==> config.mk <==
export PLATFORM = sky130hd
export DESIGN_NAME = tea_round
export DESIGN_NICKNAME = d
export VERILOG_FILES = /design/src/hdl/tea_pkg.sv /design/src/hdl/tea_round.sv
export SDC_FILE = /design/constraint.sdc
export NUM_CORES = 1
export LEC_CHECK = 0
export BUFFER_PORTS_ARGS = -buffer_cell sky130_fd_sc_hd__buf_4
export CORE_ASPECT_RATIO = 1.5
export CORE_MARGIN = 2
export CORE_UTILIZATION = 50
export CTS_BUF_LIST = sky130_fd_sc_hd__clkbuf_4 sky130_fd_sc_hd__clkbuf_8
export DETAILED_ROUTE_END_ITERATION = 10
export PLACE_DENSITY = 0.73
export SLEW_MARGIN = 10
export SYNTH_ARGS = -nofsm -noshare
export SYNTH_HDL_FRONTEND = slang
export SYNTH_SLANG_ARGS = --single-unit
==> constraint.sdc <==
create_clock -name clk -period 7.22 [get_ports clk]
set_input_delay 1.444 -clock clk [delete_from_list [all_inputs] [get_ports clk]]
set_output_delay 1.444 -clock clk [all_outputs]
set_load 0.1 [all_outputs]
==> src/hdl/tea_pkg.sv <==
package tea_pkg;

    localparam int unsigned TEA_ROUNDS     = 32;
    localparam int unsigned TEA_WORD_WIDTH = 32;
    localparam logic [TEA_WORD_WIDTH-1:0] TEA_DELTA = 32'h9e37_79b9;

    // Configuration register indexes
    typedef enum logic [2:0] {
        CFG_KEY_WORD0    = 3'd0,
        CFG_KEY_WORD1    = 3'd1,
        CFG_KEY_WORD2    = 3'd2,
        CFG_KEY_WORD3    = 3'd3,
        CFG_DECRYPT_MODE = 3'd4
    } tea_cfg_index_t;

    typedef logic [TEA_WORD_WIDTH-1:0] tea_word_t;

    typedef struct packed {
        tea_word_t block_word0;
        tea_word_t block_word1;
    } tea_block_t;

    typedef struct packed {
        tea_word_t result_word0;
        tea_word_t result_word1;
    } tea_result_t;

    // Key words already ordered for the first and second half-round of each round
    typedef struct packed {
        logic      decrypt;
        tea_word_t ka_first;
        tea_word_t kb_first;
        tea_word_t ka_second;
        tea_word_t kb_second;
    } tea_keys_t;

    function automatic tea_word_t tea_mix(
        input tea_word_t v,
        input tea_word_t sum,
        input tea_word_t ka,
        input tea_word_t kb
    );
        tea_word_t shl;
        tea_word_t shr;
        shl = v << 4;
        shr = v >> 5;
        return (shl + ka) ^ (v + sum) ^ (shr + kb);
    endfunction

endpackage

==> src/hdl/tea_round.sv <==
module tea_round
    import tea_pkg::*;
#(
    parameter tea_word_t ENC_SUM = TEA_DELTA,
    parameter tea_word_t DEC_SUM = TEA_DELTA
)(
    input  logic      clk,
    input  logic      rst_n,
    input  tea_keys_t keys,
    input  logic      valid,
    input  tea_word_t word_x,
    input  tea_word_t word_y,
    output logic      round_valid,
    output tea_word_t round_x,
    output tea_word_t round_y
);

    tea_word_t sum;
    tea_word_t mix_a;
    tea_word_t mix_b;

    logic      valid_a_reg;
    tea_word_t x_a_reg;
    tea_word_t x_a_next;
    tea_word_t y_a_reg;

    logic      valid_b_reg;
    tea_word_t x_b_reg;
    tea_word_t y_b_reg;
    tea_word_t y_b_next;

    assign sum = keys.decrypt ? DEC_SUM : ENC_SUM;

    // First half-round: update x from y
    always_comb
    begin
        mix_a    = tea_mix(word_y, sum, keys.ka_first, keys.kb_first);
        x_a_next = keys.decrypt ? (word_x - mix_a) : (word_x + mix_a);
    end

    // Second half-round: update y from the new x
    always_comb
    begin
        mix_b    = tea_mix(x_a_reg, sum, keys.ka_second, keys.kb_second);
        y_b_next = keys.decrypt ? (y_a_reg - mix_b) : (y_a_reg + mix_b);
    end

    always_ff @(posedge clk or negedge rst_n)
    begin
        if (!rst_n)
        begin
            valid_a_reg <= 1'b0;
            valid_b_reg <= 1'b0;
        end
        else
        begin
            valid_a_reg <= valid;
            valid_b_reg <= valid_a_reg;
        end
    end

    always_ff @(posedge clk)
    begin
        x_a_reg <= x_a_next;
        y_a_reg <= word_y;
        x_b_reg <= x_a_reg;
        y_b_reg <= y_b_next;
    end

    assign round_valid = valid_b_reg;
    assign round_x     = x_b_reg;
    assign round_y     = y_b_reg;

endmodule

After elaboration in Yosys (flattened, before gate mapping):

Index checks and enable logic that the tools add are counted.

* $add $sub $neg: 10
* muxes and demuxes: 2
* bitwise gates (word level): 4

Operators by type and width (count)
* $add 32x32->32: 4
* $xor 32x32->32: 4
* $add 27x32->32: 2
* $add 32x32->32 const B: 2
* $mux 32: 2
* $sub 32x32->32: 2

* register bits: 130
* input bits: 196
* output and inout bits: 65
* word-level logic and storage cells: 22

Logic depth before layout (Yosys ltp):

Gate-level depths: netlist of the first run.

* word-level depth: 5
* mapped depth: 27
* mapped depth without buffers: 27

Least setup slack after synthesis of the first run:

OpenSTA, ideal clock, no wires.

* path type: input-to-reg
* from: input keys[75] (netlist name)
* to: register x_a_reg[31]
* setup time: 0.121 ns
* data arrival time: 6.479 ns
* data required time: 7.099 ns
* slack: 0.620 ns
* stages: 24
* buffers on the path: 1
* path through: ha_1 -> clkbuf_1 -> and4_1 -> and3_1 -> a31o_2 -> or2_1 -> a21oi_1 -> xnor2_1 -> xnor2_1 -> or4_1 -> nand2b_1 -> and2_1 -> xnor2_1 -> ha_1 -> o21a_1 -> o21a_1 -> o21a_1 -> a2111o_1 -> a31oi_1 -> nor2b_1 -> o21a_1 -> o41ai_1 -> xnor2_1 -> xnor2_1

* cells in the longest elaborated chain, start to end: 4
* elaborated cells between the ends (all ways): 5
* those cells by class: add/sub (3); mux (1); bitwise (1)

RTL lines
* from (decl): RTL line tea_round.sv:9 `input tea_keys_t keys,`
* $add 27x32->32 (*): RTL line tea_pkg.sv:47 `return (shl + ka) ^ (v + sum) ^ (shr + kb);`
* $xor 32x32->32 (*): RTL line tea_pkg.sv:47
* $add 32x32->32 or $sub 32x32->32 (tied branches): RTL line tea_round.sv:38 `x_a_next = keys.decrypt ? (word_x - mix_a) : (word_x + mix_a);`
* $mux 32 (*): RTL line tea_round.sv:38
* via x_a_next[31]: RTL line tea_round.sv:24 `tea_word_t x_a_next;`
* to (signal assigned): RTL line tea_round.sv:64 `x_a_reg <= x_a_next;`
* to (decl): RTL line tea_round.sv:23 `tea_word_t x_a_reg;`

The timed path passes the listed nets; every way through them passes the cells marked *.

Worst setup path after layout of the first run:

* from: input word_y[5]
* to: register x_a_reg[31]

* cells in the longest elaborated chain, start to end: 5
* elaborated cells between the ends (all ways): 8
* those cells by class: add/sub (5); mux (1); bitwise (2)

RTL lines
* from (decl): RTL line tea_round.sv:12 `input tea_word_t word_y,`
* $add 32x32->32: RTL line tea_pkg.sv:47
* $xor 32x32->32: RTL line tea_pkg.sv:47
* $xor 32x32->32 (*): RTL line tea_pkg.sv:47
* $add 32x32->32 or $sub 32x32->32 (tied branches): RTL line tea_round.sv:38
* $mux 32 (*): RTL line tea_round.sv:38
* via x_a_next[31]: RTL line tea_round.sv:24

Marks and branches as above.

==> metrics, run 1 <==
outcome=complete, no violations; Setup TNS Final=0 ns; clock skew=0.00967 ns; crit start category=input pin; max-cap check violation count=0; Yosys cell types=84; crit share post-route=92.2%; Sink Count=130; die area=0.0304 sq mm; CTS resizes=0; htree depth=4; post-route ant nets=0; largest net degree at the start of global routing=30; Least-Margin Pin Slew=0.848 ns; hold_buf cts=0; Via density=5.70; RD Place Congestion=0.955; vias in the first global route=14200; sequential-to-total area share from yosys stat=18.0%; initial antenna violation count=1; async set-reset flop share out of synthesis=1.54%; Syn Inst Count=1739; clk root buf=clkbuf_8; CTS Buffer Depth=2; area grow syn2layout=22.0%; Worst Path Max Fanout=6; Layout fillers=2589; Fin Hold WS=0.371 ns; HP Class=register to register; Synth Register Bits=130; R2R Path Start=x_a_reg[6]$_DFF_P_; nets=2423; Crit. End Element=register; final hold vios=0; Finish-stage setup viols=0; Reg clk slew, reported paths=0.08 ns; drt first-iter violations=600; routed len/inst=18.3 microns; Die Y=212 microns; Max-slew headroom=43.3%; core area=0.0286 sq mm; RSZ-0062 raised after global routing=no; via count=14000; Clock Latency Late Sink=0.50 ns; Main synth FF type=dfxtp_1; Synth Area per Inst=8.33 sq um; fin crit period=6.65 ns; Num CTS Buffers=17; Cell Area, Synth=0.0145 sq mm; total congestion overflow=0; worst hold start=valid_a_reg$_DFF_PN0_; share of cells above drive strength 1=17.9%; # port buffers=260; CP required=7.64 ns; Mapped Nets=2115; Post-Route WL=44.8 mm; detailed-placement wirelength estimate=37.4 mm; gr usage total=29.4%; crit path launch=word_y[5]; CTS tree=done; Top Ports=261; starting density of the core=50.6%; Register Area=0.00261 sq mm; crit path kind=input pin to register; final slew viol count=0; drt first pass iters=5; Multi-input gate area=0.0116 sq mm; Worst Path Arrival=7.07 ns; post-CTS setup buffers=0; Post-synth EDFFs=0; first-pass GRT wire length=70.2 mm; drt drc=0; yosys warns=0; fmax=150 MHz; row cnt=76; die width=143 microns
## Yosys cell counts, types with 21 or more instances
library cell | count | area, sq um
a21o_1 | 74 | 556
a21oi_1 | 159 | 796
a31oi_1 | 29 | 181
and3_1 | 25 | 156
dfxtp_1 | 128 | 2560
ha_1 | 174 | 2180
inv_1 | 63 | 236
nand2_1 | 101 | 379
nand3_1 | 37 | 185
nor2_1 | 101 | 379
nor2b_1 | 24 | 150
nor3_1 | 31 | 155
o21ai_0 | 70 | 350
o21bai_1 | 21 | 158
xnor2_1 | 321 | 2810
xor2_1 | 77 | 674
## critical path, stage by stage
cell,delay (ns)
buf_4,0.14
ha_1,0.21
inv_1,0.08
fa_1,0.42
xnor2_1,0.20
xnor2_1,0.18
ha_1,0.20
and3_1,0.19
nand2_1,0.06
nor4_1,0.21
buf_4,0.17
and4_1,0.18
and4_1,0.22
nor2_1,0.06
xnor2_1,0.14
ha_1,0.33
a21o_1,0.17
a21o_1,0.17
a21o_1,0.19
a221oi_1,0.36
o211ai_1,0.22
a2111o_1,0.41
a31oi_1,0.23
nor2b_1,0.07
o21a_1,0.20
o41ai_1,0.31
xnor2_1,0.18
xnor2_1,0.14
## final cells by class
class	instances	area share, %
clock inverters	14	1.27
diodes	1	0.0142
well taps	390	2.76
repair buffers	308	13.1
clock buffers	18	1.40
flip-flops and latches	130	14.8
inverters	63	1.34
multi-input cells	1527	65.4
## per-layer routing
| metal | part of all wire (%) | global-route usage [%] |
|---|---|---|
| met1 | 40 | 32.7 |
| met2 | 52 | 55.0 |
| met3 | 4.4 | 3.20 |
| met4 | 4.0 | 14.0 |
| met5 | 0 | 0 |
## logic make-up after synthesis
logic type	Yosys count	synth area share (%)
AO/OA/AOI/OAI	513	23.5
AND/OR/NAND/NOR	428	15.2
XOR/XNOR	405	25.2
adder cells (fa/ha/maj)	180	15.9
flip-flops	130	18.0
buffers and inverters	82	2.19
multiplexers	1	0.0691
## layout by cell type, fill, tap and decap left out, types with 8 or more instances in the layout
cell type,n
xor2_1,77
o21bai_1,21
nor2_1,101
and4_1,9
dfxtp_1,128
o31ai_1,15
o21a_1,17
o21ai_0,70
and2_1,17
nor3_1,31
nand3_1,37
nand4_1,14
nand2_1,101
ha_1,174
or3_1,14
buf_4,308
xnor2_1,321
o211ai_1,19
a21oi_1,159
a31oi_1,29
inv_1,63
nor4_1,8
a211oi_1,16
clkbuf_8,18
nand2b_1,17
a21o_1,74
nor2b_1,24
and3_1,25
## per-stage QoR
stage	utilization [%]	worst slack (ns)	cells	instance area, sq um
CTS	61.8	0.577	2450	17700
global route	61.8	0.0508	2451	17700
global placement	60.1	0.111	2418	17200
finish	61.8	0.567	2451	17700
detailed placement	60.1	0.0681	2418	17200
floorplan	-	0.620	1739	14500
## path summary, 6_finish.rpt
path | depth (start not counted) | to | slack, ns
worst max-delay path | 28 | x_a_reg[31]$_DFF_P_ | 0.57
max in group asynchronous | 1 | valid_a_reg$_DFF_PN0_ | 6.41
worst max register to register | 23 | round_y[31]$_DFF_P_ | 1.15
worst min register to register | 0 | round_valid$_DFF_PN0_ | 0.37
worst min-delay path | 0 | round_valid$_DFF_PN0_ | 0.37
min in group asynchronous | 1 | round_valid$_DFF_PN0_ | 0.72
Power of run 1 is not shown: default switching activity piles up to over one toggle a cycle in this logic, so the estimate is an artifact.
==> run 2, diff against run 1 <==
- CORE_ASPECT_RATIO: 1.5 -> 0.7
- clock period: 7.22 -> 6.55 ns (I/O delays scaled with it)
==> metrics, run 2 (synthesis results as in run 1) <==
Post-Route WL=46.6 mm; Die Y=146 microns; Reg clk slew, reported paths=0.09 ns; Sink Count=130; htree depth=4; FF-to-FF path depth=24; CP required=6.94 ns; first-pass GRT wire length=73.0 mm; total congestion overflow=0; cell family with the largest share of critical-path delay=compound AO/OA/AOI/OAI gates; Diodes inserted=0; CTS Buffer Depth=2; slack of the worst reg-to-reg path=0.72 ns; Num CTS Buffers=17; post-CTS setup buffers=0; routed len/inst=17.6 microns; Setup TNS Final=0 ns; most frequent cells in the layout=buf_4, xnor2_1, ha_1, a21oi_1, dfxtp_1; share of cells above drive strength 1=26.3%; HP Class=register to register; FF-to-FF End=round_y[31]$_DFF_P_; CTS tree=done; Final Worst Setup Slack=0.246 ns; clock skew=0.0210 ns; crit share post-route=96.2%; nets=2628; commonest non-fill, non-tap cell in the layout=buf_4; Multi-input gate area=0.0117 sq mm; drt first pass iters=6; RSZ-0062 raised after global routing=yes; crit start category=input pin; Layout fillers=2386; drt drc=0; largest net degree at the start of global routing=54; WHS Path Cells=0; drt first-iter violations=1252; core area=0.0287 sq mm; gr usage total=29.8%; row cnt=52; area grow syn2layout=33.3%; via count=14800; Worst Path Max Fanout=3; post-route ant nets=0; # port buffers=260; clk root buf=clkbuf_8; R2R Path Start=x_a_reg[5]$_DFF_P_; Crit. End Element=register; Top Ports=261; vias in the first global route=14200; Worst Path Arrival=6.69 ns; Worst Hold End=round_valid$_DFF_PN0_; detailed-placement wirelength estimate=39.0 mm; Max-slew headroom=51.0%; crit path kind=input pin to register; final slew viol count=0; Via density=5.58; Place WS=-0.508 ns; Fin Hold WS=0.359 ns; die width=207 microns; starting density of the core=50.5%; number of buffers and inverters on the critical path=2; Least-Margin Pin Slew=0.728 ns; slowest stage cell, crit path=xnor3_1; Register Area=0.00261 sq mm; outcome=complete, no violations; RD Place Congestion=0.966; Finish-stage setup viols=0; worst hold start=valid_a_reg$_DFF_PN0_; initial antenna violation count=0; fmax=159 MHz; Critical Path Max Stage Delay=0.43 ns; Clock Latency Late Sink=0.46 ns; die area=0.0304 sq mm; final hold vios=0; hold_buf cts=0; fin crit period=6.30 ns; max-cap check violation count=0
-- run 2: cell count changes in the layout (fill, tap and decap cells not counted), moves of 3 or more --
cell	change
a211oi_2	+3
inv_6	-3
a211oi_1	-3
o21ai_0	-4
buf_4	+205
o21ai_1	+4
-- run 2: worst max path at each step --
stage	from	endpoint	slack (ns)	depth (start not counted)
4_1_cts	keys[36]	round_y[31]$_DFF_P_	0.01	26
3_3_place_gp	keys[64]	x_a_reg[31]$_DFF_P_	-0.35	27
6_report	word_y[0]	x_a_reg[31]$_DFF_P_	0.25	27
5_1_grt	word_y[10]	x_a_reg[31]$_DFF_P_	-0.02	25
3_5_place_dp	keys[64]	x_a_reg[31]$_DFF_P_	-0.51	27
2_1_floorplan	keys[75]	x_a_reg[31]$_DFF_P_	0.08	24
-- run 2: repair_timing --
item                                    in CTS  in global routing
resized for setup                            1                 27
pin swaps                                    0                 10
cloned                                       0                  0
endpoints found under the setup margin       1                  4
-- run 2: stage by stage --
step	area (sq um)	utilization (%)	instances
2_1_floorplan	14500	-	1739
3_5_place_dp	18700	65.3	2611
6_report	19300	67.3	2643
3_3_place_gp	18700	65.3	2611
4_1_cts	19200	66.9	2643
5_1_grt	19300	67.3	2643
-- run 2: layout make-up --
| type | count | share of cell area (%) |
|---|---|---|
| clock buffers | 20 | 1.43 |
| well taps | 378 | 2.45 |
| flip-flops and latches | 130 | 13.5 |
| multi-input cells | 1527 | 60.5 |
| inverters | 63 | 1.22 |
| repair buffers | 513 | 19.9 |
| clock inverters | 12 | 0.926 |
-- run 2: per-layer routing --
metal	vias up	GRT usage, %	routed length, microns
met5	-	0	0
met4	0	6.21	733
met3	53	4.28	3280
met2	584	46.2	20300
met1	6778	43.8	22300
li1	7345	-	-
Power of run 2 is left out for the same reason.
==> run 3, diff against run 2 <==
- CAP_MARGIN: not set -> 20
- PLACE_DENSITY: 0.73 -> not set
- PLACE_DENSITY_LB_ADDON: not set -> 0.25
==> metrics, run 3 (synthesis results as in run 1) <==
outcome=complete, no violations; die area=0.0304 sq mm; first-pass GRT wire length=74.0 mm; final hold vios=0; share of cells above drive strength 1=26.5%; Least-Margin Pin Slew=0.687 ns; crit start category=input pin; drt drc=0; RSZ-0062 raised after global routing=yes; Layout fillers=2435; fmax=158 MHz; Clock Latency Late Sink=0.47 ns; max-cap check violation count=0; area grow syn2layout=33.6%; wl on met1=22.9 mm; Top Ports=261; Crit. End Element=register; most frequent cells in the layout=buf_4, xnor2_1, ha_1, a21oi_1, dfxtp_1; DR WL met2=20.0 mm; met3 wire len=2.89 mm; detailed-placement wirelength estimate=39.2 mm; nets=2651; Via density=5.57; total congestion overflow=0; final design utilization=67.5%; drt first-iter violations=1029; largest net degree at the start of global routing=54; Post-Route WL=46.6 mm; Diodes inserted=0; Max-slew headroom=53.7%; fin crit period=6.31 ns; Num CTS Buffers=17; gr usage total=30.2%; CTS tree=done; clock skew=0.0211 ns; post-route ant nets=0; crit share post-route=96.3%; starting density of the core=50.5%; drt first pass iters=5; commonest non-fill, non-tap cell in the layout=buf_4; Reg clk slew, reported paths=0.09 ns; CP required=6.94 ns; DR top layer=met4; Worst Path Arrival=6.70 ns; row cnt=52; clk root buf=clkbuf_8; die width=207 microns; RD Place Congestion=0.932; # port buffers=260; htree depth=4; crit path kind=input pin to register; Finish-stage setup viols=0; Worst Path Max Fanout=3; routed len/inst=17.5 microns; initial antenna violation count=0; Die Y=146 microns; vias in the first global route=14500; core area=0.0287 sq mm; via count=14800; HP Class=register to register; CTS Buffer Depth=2; final slew viol count=0; Sink Count=130
==> run 3: final timing paths <==
kind	from	endpoint	slack (ns)	cells past startpoint
worst max register to register	x_a_reg[5]$_DFF_P_	round_y[31]$_DFF_P_	0.65	25
worst min-delay path	valid_a_reg$_DFF_PN0_	round_valid$_DFF_PN0_	0.37	0
worst max-delay path	keys[64]	x_a_reg[31]$_DFF_P_	0.24	28
worst min register to register	valid_a_reg$_DFF_PN0_	round_valid$_DFF_PN0_	0.37	0
min in group asynchronous	rst_n	round_valid$_DFF_PN0_	0.61	1
max in group asynchronous	rst_n	valid_a_reg$_DFF_PN0_	5.86	1
==> run 3: critical path, stage by stage <==
cell and delay [ns]:
buf_4 0.11, ha_1 0.21, inv_1 0.07, fa_1 0.44, xnor2_2 0.23, xnor2_2 0.14
ha_1 0.19, and3_1 0.18, nand2_1 0.05, nor4_1 0.19, buf_4 0.16, and4_1 0.20
and4_1 0.24, nor2_1 0.07, xnor2_1 0.15, ha_1 0.29, a21o_1 0.17, a21o_1 0.17
a21o_1 0.21, a221oi_2 0.31, o211ai_1 0.19, a2111o_1 0.41, a31oi_2 0.19, nor2b_1 0.07
o21a_1 0.19, o41ai_2 0.24, xnor2_1 0.18, xnor2_1 0.14
==> run 3: what timing repair did <==
item | 4_1_cts | 5_1_grt
endpoints found under the setup margin | 0 | 3
hold buffers | 0 | 0
gates resized for setup | 0 | 11
setup buffers | 0 | 1
==> run 3: layout make-up <==
cell class	count	area [sq um]	share of cell area, %
clock buffer	18	248	1.28
clock inverter	14	140	0.724
inverter	63	236	1.22
multi-input combinational	1527	11600	60.0
sequential	130	2610	13.5
tap	378	473	2.44
timing repair buffer	536	4020	20.8
==> run 3: metrics by stage <==
| step | instance area, sq um | worst slack (ns) | instances | hold slack [ns] | setup TNS (ns) |
|---|---|---|---|---|---|
| finish | 19400 | 0.241 | 2666 | 0.366 | 0 |
| global route | 19400 | -0.0385 | 2666 | 0.379 | -0.0435 |
| CTS | 19300 | 0.0709 | 2665 | 0.376 | 0 |
| detailed placement | 18900 | -0.413 | 2633 | 0.341 | -0.748 |
| global placement | 18900 | -0.283 | 2633 | 0.344 | -0.460 |
| floorplan | 14500 | 0.0842 | 1739 | 0.331 | 0 |
==> run 3: metal layers <==
metal,vias to the layer above,GRT usage (%)
met5,-,0
met4,0,7.61
met3,52,3.16
met2,494,46.1
met1,6889,45.2
li1,7407,-
Power of run 3 is left out for the same reason.
